## config.mk

```make
export PLATFORM = sky130hd
export DESIGN_NAME = updatable_max_priority_queue
export DESIGN_NICKNAME = d
export VERILOG_FILES = /design/src/rtl/umpq_pkg.sv /design/src/rtl/umpq_ram.sv /design/src/rtl/umpq_ctrl.sv /design/src/rtl/umpq_dp.sv /design/src/rtl/updatable_max_priority_queue.sv
export VERILOG_INCLUDE_DIRS = /design/src /design/src/rtl
export SDC_FILE = /design/constraint.sdc
export NUM_CORES = 2
export LEC_CHECK = 0
export ABC_CLOCK_PERIOD_IN_PS = 9460
export BUFFER_PORTS_ARGS = -buffer_cell sky130_fd_sc_hd__buf_4
export CAP_MARGIN = 20
export CELL_PAD_IN_SITES_DETAIL_PLACEMENT = 0
export CELL_PAD_IN_SITES_GLOBAL_PLACEMENT = 1
export CORE_UTILIZATION = 30
export DETAILED_ROUTE_END_ITERATION = 10
export GPL_ROUTABILITY_DRIVEN = 0
export HOLD_SLACK_MARGIN = 0.12
export PLACE_DENSITY_LB_ADDON = 0.1
export SYNTH_ARGS = -nofsm -noshare
export SYNTH_HDL_FRONTEND = slang
export SYNTH_SLANG_ARGS = --single-unit
```

## constraint.sdc

```tcl
create_clock -name clk -period 9.46 [get_ports clk]
set_input_delay 1.419 -clock clk [delete_from_list [all_inputs] [get_ports clk]]
set_output_delay 1.419 -clock clk [all_outputs]
set_load 0.02 [all_outputs]
```

## src/rtl/assert_macros.svh

```systemverilog
// ----------------------------------------------------------------------------
// assert_macros.svh
// Concurrent assertion helpers shared by the RTL.
// ----------------------------------------------------------------------------
`ifndef ASSERT_MACROS_SVH
`define ASSERT_MACROS_SVH

// same-cycle implication
`define ASSERT_IMP(lbl, clk, rstn, ante, cons) \
  lbl: assert property (@(posedge clk) disable iff (!(rstn)) (ante) |-> (cons)) \
    else $error("assertion failed");

// next-cycle implication
`define ASSERT_NXT(lbl, clk, rstn, ante, cons) \
  lbl: assert property (@(posedge clk) disable iff (!(rstn)) (ante) |=> (cons)) \
    else $error("assertion failed");

`endif

```

## src/rtl/umpq_pkg.sv

```systemverilog
// ----------------------------------------------------------------------------
// umpq_pkg
// Shared codes, widths and control structs of the priority queue.
// ----------------------------------------------------------------------------
`default_nettype none

package umpq_pkg;

  localparam int RANK_BITS = 30;

  localparam logic [1:0] FUNC_LOAD   = 2'd0;
  localparam logic [1:0] FUNC_UPDATE = 2'd1;
  localparam logic [1:0] FUNC_POLL   = 2'd2;

  localparam logic [1:0] STAT_OK     = 2'd0;
  localparam logic [1:0] STAT_EMPTY  = 2'd1;
  localparam logic [1:0] STAT_FULL   = 2'd2;
  localparam logic [1:0] STAT_ABSENT = 2'd3;

  typedef struct packed {
    logic latch;
    logic cnt_clr;
    logic cnt_inc;
    logic clr_wr;
    logic rd_en;
    logic commit;
  } umpq_cmd_t;

  typedef struct packed {
    logic cnt_last;
  } umpq_sts_t;

endpackage

`default_nettype wire

```

## src/rtl/umpq_ram.sv

```systemverilog
// ----------------------------------------------------------------------------
// umpq_ram
// Generic simple dual-port RAM, one write and one registered read port.
// ----------------------------------------------------------------------------
`default_nettype none

module umpq_ram #(
  parameter int WIDTH = 61,
  parameter int DEPTH = 64
) (
  input  wire logic                     clk,
  input  wire logic                     we,
  input  wire logic [$clog2(DEPTH)-1:0] waddr,
  input  wire logic [WIDTH-1:0]         wdata,
  input  wire logic                     re,
  input  wire logic [$clog2(DEPTH)-1:0] raddr,
  output logic      [WIDTH-1:0]         rdata
);

  logic [WIDTH-1:0] mem [DEPTH];

  always_ff @(posedge clk) begin
    if (we) begin
      mem[waddr] <= wdata;
    end
    if (re) begin
      rdata <= mem[raddr];
    end
  end

endmodule

`default_nettype wire

```

## src/rtl/umpq_ctrl.sv

```systemverilog
// ----------------------------------------------------------------------------
// umpq_ctrl
// Sequencer: clearing pass, per-item table scan and commit.
// ----------------------------------------------------------------------------
`default_nettype none

module umpq_ctrl
  import umpq_pkg::*;
(
  input  wire logic      clk,
  input  wire logic      rst_n,
  input  wire logic      start,
  output logic           busy,
  input  wire umpq_sts_t sts,
  output umpq_cmd_t      cmd
);

  typedef enum logic [2:0] {
    S_CLEAR,
    S_IDLE,
    S_SCAN,
    S_DRAIN,
    S_COMMIT
  } state_t;

  state_t state_r, state_nxt;

  always_ff @(posedge clk) begin
    if (!rst_n) begin
      state_r <= S_CLEAR;
    end else begin
      state_r <= state_nxt;
    end
  end

  always_comb begin
    state_nxt = state_r;
    cmd       = '0;
    unique case (state_r)
      S_CLEAR: begin
        cmd.clr_wr  = 1'b1;
        cmd.cnt_inc = 1'b1;
        if (sts.cnt_last) begin
          state_nxt = S_IDLE;
        end
      end
      S_IDLE: begin
        if (start) begin
          cmd.latch   = 1'b1;
          cmd.cnt_clr = 1'b1;
          state_nxt   = S_SCAN;
        end
      end
      S_SCAN: begin
        cmd.rd_en   = 1'b1;
        cmd.cnt_inc = 1'b1;
        if (sts.cnt_last) begin
          state_nxt = S_DRAIN;
        end
      end
      S_DRAIN: begin
        state_nxt = S_COMMIT;
      end
      S_COMMIT: begin
        cmd.commit = 1'b1;
        state_nxt  = S_IDLE;
      end
      default: begin
        state_nxt = S_CLEAR;
      end
    endcase
  end

  assign busy = (state_r != S_IDLE);

endmodule

`default_nettype wire

```

## src/rtl/umpq_dp.sv

```systemverilog
// ----------------------------------------------------------------------------
// umpq_dp
// Datapath: slot RAM, scan trackers (match, free, best) and result registers.
// ----------------------------------------------------------------------------
`default_nettype none

module umpq_dp
  import umpq_pkg::*;
#(
  parameter int CAPACITY = 64,
  parameter int KEY_BITS = 30
) (
  input  wire logic                 clk,
  input  wire logic                 rst_n,
  input  wire umpq_cmd_t            cmd,
  output umpq_sts_t                 sts,
  input  wire logic [1:0]           in_func,
  input  wire logic [KEY_BITS-1:0]  in_event_key,
  input  wire logic [RANK_BITS-1:0] in_event_rank,
  output logic                      out_strobe,
  output logic [KEY_BITS-1:0]       out_polled_key,
  output logic [1:0]                out_status
);

  localparam int IDX_W = $clog2(CAPACITY);
  localparam int ENT_W = 1 + KEY_BITS + RANK_BITS;

  // entry layout: {active, key, rank}
  logic [IDX_W-1:0]     cnt_r;
  logic [IDX_W-1:0]     rd_idx_r;
  logic                 rd_vld_r;
  logic [ENT_W-1:0]     rd_data;

  logic [1:0]           func_r;
  logic [KEY_BITS-1:0]  key_r;
  logic [RANK_BITS-1:0] rank_r;

  logic                 match_vld_r;
  logic [IDX_W-1:0]     match_idx_r;
  logic                 free_vld_r;
  logic [IDX_W-1:0]     free_idx_r;
  logic                 best_vld_r;
  logic [IDX_W-1:0]     best_idx_r;
  logic [KEY_BITS-1:0]  best_key_r;
  logic [RANK_BITS-1:0] best_rank_r;

  logic                 out_strobe_r;
  logic [KEY_BITS-1:0]  out_key_r;
  logic [1:0]           out_status_r;

  logic                 e_active;
  logic [KEY_BITS-1:0]  e_key;
  logic [RANK_BITS-1:0] e_rank;
  logic                 is_last;

  logic                 wr_en;
  logic [IDX_W-1:0]     wr_addr;
  logic [ENT_W-1:0]     wr_data;
  logic                 cm_wr;
  logic [IDX_W-1:0]     cm_idx;
  logic [ENT_W-1:0]     cm_data;
  logic [KEY_BITS-1:0]  cm_key;
  logic [1:0]           cm_status;

  assign e_active = rd_data[ENT_W-1];
  assign e_key    = rd_data[KEY_BITS+RANK_BITS-1:RANK_BITS];
  assign e_rank   = rd_data[RANK_BITS-1:0];
  assign is_last  = (cnt_r == IDX_W'(CAPACITY - 1));
  assign sts.cnt_last = is_last;

  always_ff @(posedge clk) begin
    if (!rst_n) begin
      cnt_r    <= '0;
      rd_vld_r <= 1'b0;
    end else begin
      rd_vld_r <= cmd.rd_en;
      if (cmd.cnt_clr) begin
        cnt_r <= '0;
      end else if (cmd.cnt_inc) begin
        cnt_r <= is_last ? '0 : cnt_r + 1'b1;
      end
    end
  end

  always_ff @(posedge clk) begin
    rd_idx_r <= cnt_r;
    if (cmd.latch) begin
      func_r <= in_func;
      key_r  <= in_event_key;
      rank_r <= in_event_rank;
    end
  end

  // scan trackers
  always_ff @(posedge clk) begin
    if (!rst_n) begin
      match_vld_r <= 1'b0;
      free_vld_r  <= 1'b0;
      best_vld_r  <= 1'b0;
    end else if (cmd.latch) begin
      match_vld_r <= 1'b0;
      free_vld_r  <= 1'b0;
      best_vld_r  <= 1'b0;
    end else if (rd_vld_r) begin
      if (e_active && (e_key == key_r) && !match_vld_r) begin
        match_vld_r <= 1'b1;
        match_idx_r <= rd_idx_r;
      end
      if (!e_active && !free_vld_r) begin
        free_vld_r <= 1'b1;
        free_idx_r <= rd_idx_r;
      end
      if (e_active && (!best_vld_r || (e_rank > best_rank_r) ||
          ((e_rank == best_rank_r) && (e_key < best_key_r)))) begin
        best_vld_r  <= 1'b1;
        best_idx_r  <= rd_idx_r;
        best_key_r  <= e_key;
        best_rank_r <= e_rank;
      end
    end
  end

  // commit decode
  always_comb begin
    cm_wr     = 1'b0;
    cm_idx    = match_idx_r;
    cm_data   = {1'b1, key_r, rank_r};
    cm_key    = '0;
    cm_status = STAT_OK;
    unique case (func_r)
      FUNC_LOAD: begin
        if (match_vld_r) begin
          cm_wr = 1'b1;
        end else if (free_vld_r) begin
          cm_wr  = 1'b1;
          cm_idx = free_idx_r;
        end else begin
          cm_status = STAT_FULL;
        end
      end
      FUNC_UPDATE: begin
        if (match_vld_r) begin
          cm_wr = 1'b1;
        end else begin
          cm_status = STAT_ABSENT;
        end
      end
      FUNC_POLL: begin
        if (best_vld_r) begin
          cm_wr   = 1'b1;
          cm_idx  = best_idx_r;
          cm_data = {1'b0, best_key_r, best_rank_r};
          cm_key  = best_key_r;
        end else begin
          cm_status = STAT_EMPTY;
        end
      end
      default: begin
        cm_wr = 1'b0;
      end
    endcase
  end

  assign wr_en   = cmd.clr_wr | (cmd.commit & cm_wr);
  assign wr_addr = cmd.clr_wr ? cnt_r : cm_idx;
  assign wr_data = cmd.clr_wr ? '0 : cm_data;

  umpq_ram #(
    .WIDTH (ENT_W),
    .DEPTH (CAPACITY)
  ) u_slots (
    .clk   (clk),
    .we    (wr_en),
    .waddr (wr_addr),
    .wdata (wr_data),
    .re    (cmd.rd_en),
    .raddr (cnt_r),
    .rdata (rd_data)
  );

  always_ff @(posedge clk) begin
    if (!rst_n) begin
      out_strobe_r <= 1'b0;
    end else begin
      out_strobe_r <= cmd.commit;
    end
  end

  always_ff @(posedge clk) begin
    if (cmd.commit) begin
      out_key_r    <= cm_key;
      out_status_r <= cm_status;
    end
  end

  assign out_strobe     = out_strobe_r;
  assign out_polled_key = out_key_r;
  assign out_status     = out_status_r;

endmodule

`default_nettype wire

```

## src/rtl/updatable_max_priority_queue.sv

```systemverilog
// ----------------------------------------------------------------------------
// updatable_max_priority_queue
// Table of active events (key, rank) with load, update and poll-highest.
// ----------------------------------------------------------------------------
// Command channel: drive in_func, in_event_key, in_event_rank with start;
// the beat is taken at a rising edge with start high and busy low.
// Every beat yields one result beat: out_strobe is high for one cycle with
// out_polled_key and out_status. The receiver cannot stall the block.
// Each command scans all CAPACITY slots through one RAM read port, one slot
// per cycle, then passes a drain state for the read register and a commit
// state; busy stays high through the scan, drain and commit states.
// out_strobe is registered from the commit and rises in the same cycle that
// busy falls; a new command can be taken at the edge that ends the result
// beat, so the block takes no new command before it is through with the
// last. Poll picks the highest rank, then the smallest key.
// After reset the block runs a clearing pass over every slot of the slot
// RAM with busy high; the table is then empty.
// ----------------------------------------------------------------------------
`default_nettype none

`include "assert_macros.svh"

module updatable_max_priority_queue
  import umpq_pkg::*;
#(
  parameter int CAPACITY = 64,
  parameter int KEY_BITS = 30
) (
  input  wire logic                 clk,
  input  wire logic                 rst_n,
  input  wire logic                 start,
  output logic                      busy,
  input  wire logic [1:0]           in_func,
  input  wire logic [KEY_BITS-1:0]  in_event_key,
  input  wire logic [RANK_BITS-1:0] in_event_rank,
  output logic                      out_strobe,
  output logic [KEY_BITS-1:0]       out_polled_key,
  output logic [1:0]                out_status
);

  umpq_cmd_t cmd;
  umpq_sts_t sts;

  umpq_ctrl u_ctrl (
    .clk   (clk),
    .rst_n (rst_n),
    .start (start),
    .busy  (busy),
    .sts   (sts),
    .cmd   (cmd)
  );

  umpq_dp #(
    .CAPACITY (CAPACITY),
    .KEY_BITS (KEY_BITS)
  ) u_dp (
    .clk            (clk),
    .rst_n          (rst_n),
    .cmd            (cmd),
    .sts            (sts),
    .in_func        (in_func),
    .in_event_key   (in_event_key),
    .in_event_rank  (in_event_rank),
    .out_strobe     (out_strobe),
    .out_polled_key (out_polled_key),
    .out_status     (out_status)
  );

  `ASSERT_NXT(a_accept_busy, clk, rst_n, start && !busy, busy)
  `ASSERT_NXT(a_strobe_single, clk, rst_n, out_strobe, !out_strobe)
  `ASSERT_IMP(a_strobe_idle, clk, rst_n, out_strobe, !busy)
  `ASSERT_IMP(a_nokey_fail, clk, rst_n, out_strobe && out_status != STAT_OK, out_polled_key == '0)

endmodule

`default_nettype wire

```

==> impl_metrics.xml <==
<?xml version="1.0" encoding="UTF-8"?>
<metrics>
  <group name="outcome">
    <metric name="outcome" unit="">completed</metric>
  </group>
  <group name="floorplan">
    <metric name="ioPinCount" unit="">99</metric>
    <metric name="starting_utilization_of_the_core_area" unit="%">30.1</metric>
    <metric name="floorplan.die_area" unit="sq mm">0.534</metric>
    <metric name="floorplan.die.width" unit="um">731</metric>
    <metric name="core" unit="sq mm">0.529</metric>
    <metric name="die-height" unit="um">731</metric>
    <metric name="num_rows" unit="">267</metric>
  </group>
  <group name="finish">
    <metric name="drive_gt1_share" unit="%">29.8</metric>
    <metric name="nFillCells" unit="">48900</metric>
    <metric name="area_growth_syn_to_layout" unit="%">16.5</metric>
    <metric name="final_nets" unit="">7490</metric>
  </group>
  <group name="logic_synthesis">
    <metric name="synthesis.yosys.warnings" unit="">0</metric>
    <metric name="synthesized_area_fraction_occupied_by_adder_cells" unit="%">0.471</metric>
    <metric name="synth_sequential_area_ratio" unit="%">78.3</metric>
    <metric name="synth_top_family_by_area" unit="">multiplexers</metric>
    <metric name="synth-compound-area-share" unit="%">1.75</metric>
    <metric name="yosys_most_used_dff" unit="">sky130_fd_sc_hd__edfxtp_1</metric>
    <metric name="synth.mux.area_fraction" unit="%">16.7</metric>
    <metric name="post_synthesis_xor_xnor_area_fraction" unit="%">0.176</metric>
    <metric name="synth_enable_flop_cells" unit="">4137</metric>
    <metric name="synth_async_sr_flop_share" unit="%">0</metric>
    <metric name="syn_avg_cell_area" unit="sq um">23.2</metric>
    <metric name="netlist-cell-type-count" unit="">59</metric>
    <metric name="synthCells" unit="">6875</metric>
    <metric name="yosys.area_share.simple" unit="%">1.38</metric>
    <metric name="ys_seq_elements" unit="">4157</metric>
    <metric name="synth_nets" unit="">7000</metric>
    <metric name="syn_area" unit="sq mm">0.159</metric>
  </group>
  <group name="grt">
    <metric name="grt.met1_usage" unit="%">27.9</metric>
    <metric name="wire_length_of_the_first_global_routing_pass" unit="um">725000</metric>
    <metric name="grt.met3_usage" unit="%">2.45</metric>
    <metric name="grt-busiest-layer" unit="">met2</metric>
    <metric name="grt.total_usage" unit="%">20.0</metric>
    <metric name="grt_antenna_before_repair" unit="">32</metric>
    <metric name="global_route.overflow_total" unit="">0</metric>
    <metric name="grt_start_max_net_pins" unit="">104</metric>
    <metric name="grt_use_met2" unit="%">33.3</metric>
    <metric name="first_global_vias" unit="">78400</metric>
  </group>
  <group name="timing">
    <metric name="timing.slew.headroom" unit="%">13.6</metric>
    <metric name="fmax" unit="GHz">0.179</metric>
    <metric name="fin_worst_skew" unit="ps">40.0</metric>
    <metric name="unrepaired_setup_endpoints_after_global_routing" unit="">false</metric>
    <metric name="max_slew.worst_pin.slew" unit="ps">1290</metric>
    <metric name="final_worst_setup_slack" unit="ps">3880</metric>
    <metric name="fraction_of_the_cycle_the_final_worst_path_needs" unit="%">59.0</metric>
    <metric name="hold_viol" unit="">0</metric>
    <metric name="timing.setup.tns" unit="ps">0</metric>
    <metric name="post-route-min-period" unit="ps">5580</metric>
    <metric name="setup_viol_count_final" unit="">0</metric>
    <metric name="holdWs" unit="ps">459</metric>
    <metric name="slew_violations" unit="">0</metric>
  </group>
  <group name="route">
    <metric name="drt_first_iter_violations" unit="">7745</metric>
    <metric name="routed_wire_length_per_instance" unit="um">36.7</metric>
    <metric name="wirelength" unit="um">542000</metric>
    <metric name="ant_nets" unit="">0</metric>
    <metric name="detail_route.vias_per_cell" unit="">5.14</metric>
    <metric name="first_pass_iters" unit="">6</metric>
    <metric name="dr_total_vias" unit="">75900</metric>
    <metric name="remaining_drc_errors" unit="">0</metric>
  </group>
  <group name="power_and_ir_drop">
    <metric name="power.leakage" unit="nW">55.1</metric>
    <metric name="vdd_ir_drop_max" unit="mV">0.152</metric>
    <metric name="p_per_area" unit="mW/mm^2">210</metric>
  </group>
  <group name="clock_network">
    <metric name="post_cts_resize_count" unit="">0</metric>
    <metric name="postCtsHoldBufs" unit="">0</metric>
    <metric name="clk_pin_slew" unit="ps">60</metric>
    <metric name="cts_sinks" unit="">4157</metric>
    <metric name="tritoncts" unit="">built</metric>
    <metric name="cts_setup_buffers" unit="">0</metric>
    <metric name="cts-root-to-sink-buffers" unit="">4</metric>
    <metric name="clock_latency" unit="ps">1030</metric>
    <metric name="cts_root_buffer" unit="">sky130_fd_sc_hd__clkbuf_16</metric>
    <metric name="cts_htree_levels" unit="">5</metric>
    <metric name="cts_made_buffers" unit="">460</metric>
  </group>
  <group name="flow_run">
    <metric name="cap_violations" unit="">0</metric>
  </group>
  <group name="setup_path">
    <metric name="end_kind" unit="">flop</metric>
    <metric name="slowest_delay" unit="ps">1060</metric>
    <metric name="crit_arrival" unit="ps">6220</metric>
    <metric name="setup.reg_to_reg.worst_slack" unit="ps">3880</metric>
    <metric name="cp_slowest_cell" unit="">sky130_fd_sc_hd__nor2_4</metric>
    <metric name="crit_type" unit="">flop to flop</metric>
    <metric name="setup.worst_path.start_class" unit="">flop</metric>
    <metric name="crit_required" unit="ps">10090</metric>
    <metric name="worst-path-max-fanout" unit="">40</metric>
    <metric name="cells_traversed_along_the_worst_timing_path" unit="">or2_2 &gt; nor2_4 &gt; buf_4 &gt; nand2_1 &gt; nand2_1 &gt; nand3_1 &gt; nor2_4 &gt; buf_4</metric>
  </group>
  <group name="place">
    <metric name="dpl_worst_slack" unit="ps">3790</metric>
    <metric name="buffers_added_on_ports" unit="">98</metric>
    <metric name="detailed_place_hpwl" unit="um">318000</metric>
  </group>
  <group name="hold_path">
    <metric name="hold_class" unit="">flop to flop</metric>
  </group>
</metrics>
## through the flow
step / instance area [sq um] / cells / util (%) / power, mW
2_1_floorplan: 159000 / 6875 / - / 21.4
3_3_place_gp: 171000 / 13900 / 32.3 / 22.0
3_5_place_dp: 171000 / 13900 / 32.3 / 22.0
4_1_cts: 185000 / 14700 / 35.0 / 39.5
5_1_grt: 185000 / 14700 / 35.1 / 40.2
6_report: 185000 / 14800 / 35.1 / 39.0
## metal layers
metal / up-vias / wire [um]
li1: 30300 / -
met1: 43000 / 239000
met2: 2001 / 263000
met3: 570 / 23400
met4: 2 / 16000
met5: - / 11
## cell type report
type	instances	area [sq um]	share of cell area, %
diodes	25	62.6	0.0337
clock buffers	584	12100	6.54
flip-flops and latches	4157	125000	67.2
inverters	96	368	0.198
clock inverters	249	2340	1.26
repair buffers	385	3320	1.79
multi-input cells	2265	33900	18.3
well taps	6994	8750	4.72
## power breakdown
group / switching, mW / leakage (nW) / internal (mW)
Combinational: 0.925 / 10.7 / 0.515
Clock: 7.49 / 7.08 / 9.99
Sequential: 0.0371 / 37.4 / 20.1
## placed cells by master (no fill, tap or decap), drive strengths merged, types with 15 or more instances in the layout
master and n:
a211oi 89, a21oi 163, a221o 15, buf 383, bufinv 35, clkbuf 586
clkinv 193, dfxtp 20, diode 25, edfxtp 4137, ha 60, inv 110
mux2 20, mux2i 128, mux4 1113, nand2 186, nand3 34, nor2 120
nor2b 73, o21ai 20, o22ai 76, xor2 32
## synthesized netlist by cell type, types with 3 or more instances
cell type | n | area share (%)
sky130_fd_sc_hd__mux2i_1 | 128 | 0.80
sky130_fd_sc_hd__a31oi_1 | 5 | 0.020
sky130_fd_sc_hd__and3_1 | 4 | 0.016
sky130_fd_sc_hd__or2_2 | 6 | 0.024
sky130_fd_sc_hd__edfxtp_1 | 4137 | 78
sky130_fd_sc_hd__nor3_1 | 14 | 0.044
sky130_fd_sc_hd__dfxtp_1 | 20 | 0.25
sky130_fd_sc_hd__nor2_1 | 120 | 0.28
sky130_fd_sc_hd__nor2b_1 | 73 | 0.29
sky130_fd_sc_hd__nor3b_1 | 3 | 0.014
sky130_fd_sc_hd__buf_1 | 46 | 0.11
sky130_fd_sc_hd__nand3_1 | 34 | 0.11
sky130_fd_sc_hd__mux4_2 | 1113 | 16
sky130_fd_sc_hd__buf_4 | 43 | 0.20
sky130_fd_sc_hd__ha_1 | 60 | 0.47
sky130_fd_sc_hd__nor4_1 | 10 | 0.039
sky130_fd_sc_hd__nand4_1 | 14 | 0.055
sky130_fd_sc_hd__mux2_2 | 20 | 0.14
sky130_fd_sc_hd__a211o_1 | 3 | 0.017
sky130_fd_sc_hd__a21oi_1 | 163 | 0.51
sky130_fd_sc_hd__a22o_1 | 13 | 0.071
sky130_fd_sc_hd__buf_6 | 4 | 0.028
sky130_fd_sc_hd__xor2_1 | 32 | 0.18
sky130_fd_sc_hd__a22oi_1 | 12 | 0.057
sky130_fd_sc_hd__inv_1 | 95 | 0.22
sky130_fd_sc_hd__a221oi_1 | 3 | 0.017
sky130_fd_sc_hd__a211oi_1 | 89 | 0.42
sky130_fd_sc_hd__buf_2 | 117 | 0.37
sky130_fd_sc_hd__o21ai_0 | 19 | 0.060
sky130_fd_sc_hd__a21o_1 | 6 | 0.028
sky130_fd_sc_hd__o211ai_1 | 4 | 0.019
sky130_fd_sc_hd__clkbuf_1 | 147 | 0.35
sky130_fd_sc_hd__nand2_1 | 186 | 0.44
sky130_fd_sc_hd__nand2b_1 | 7 | 0.027
sky130_fd_sc_hd__o22ai_1 | 76 | 0.30
sky130_fd_sc_hd__a2111oi_0 | 3 | 0.017
sky130_fd_sc_hd__and2_1 | 4 | 0.016
sky130_fd_sc_hd__a221o_1 | 15 | 0.094
## final timing paths
path,startpoint,endpoint,depth (start not counted)
max,u_ctrl.state_r[0],u_dp.u_slots.mem[23][31],8
min,u_dp.rd_idx_r[3],u_dp.match_idx_r[3],0
max reg2reg,u_ctrl.state_r[0],u_dp.u_slots.mem[23][31],8
min reg2reg,u_dp.rd_idx_r[3],u_dp.match_idx_r[3],0
## cell families after synthesis
| kind of cell | after synthesis |
|---|---|
| simple gates | 481 |
| mux | 1261 |
| fa+ha+maj | 60 |
| xor+xnor | 32 |
| buf+inv | 453 |
| flops | 4157 |
| compound gates | 431 |
## flip-flops by register name (all words and copies together), names as in the netlist
name and count:
u_dp.u_slots.mem 3904, u_dp.u_slots.rdata 61, u_dp.best_key_r 30, u_dp.best_rank_r 30, u_dp.key_r 30, u_dp.out_polled_key 30
u_dp.rank_r 30, u_dp.best_idx_r 6, u_dp.cnt_r 6, u_dp.free_idx_r 6, u_dp.match_idx_r 6, u_dp.rd_idx_r 6
u_ctrl.state_r 3, u_dp.func_r 2, u_dp.out_status 2, u_dp.best_vld_r 1, u_dp.free_vld_r 1, u_dp.match_vld_r 1
u_dp.out_strobe 1, u_dp.rd_vld_r 1
## critical path: cells and delay by family, from the launching register on
kind | cells | cell delay, ps
AND/OR/NAND/NOR | 6 | 3280
buffers and inverters | 2 | 1350
flip-flops | 1 | 420
Note: power is estimated with default switching activity, not from simulation.
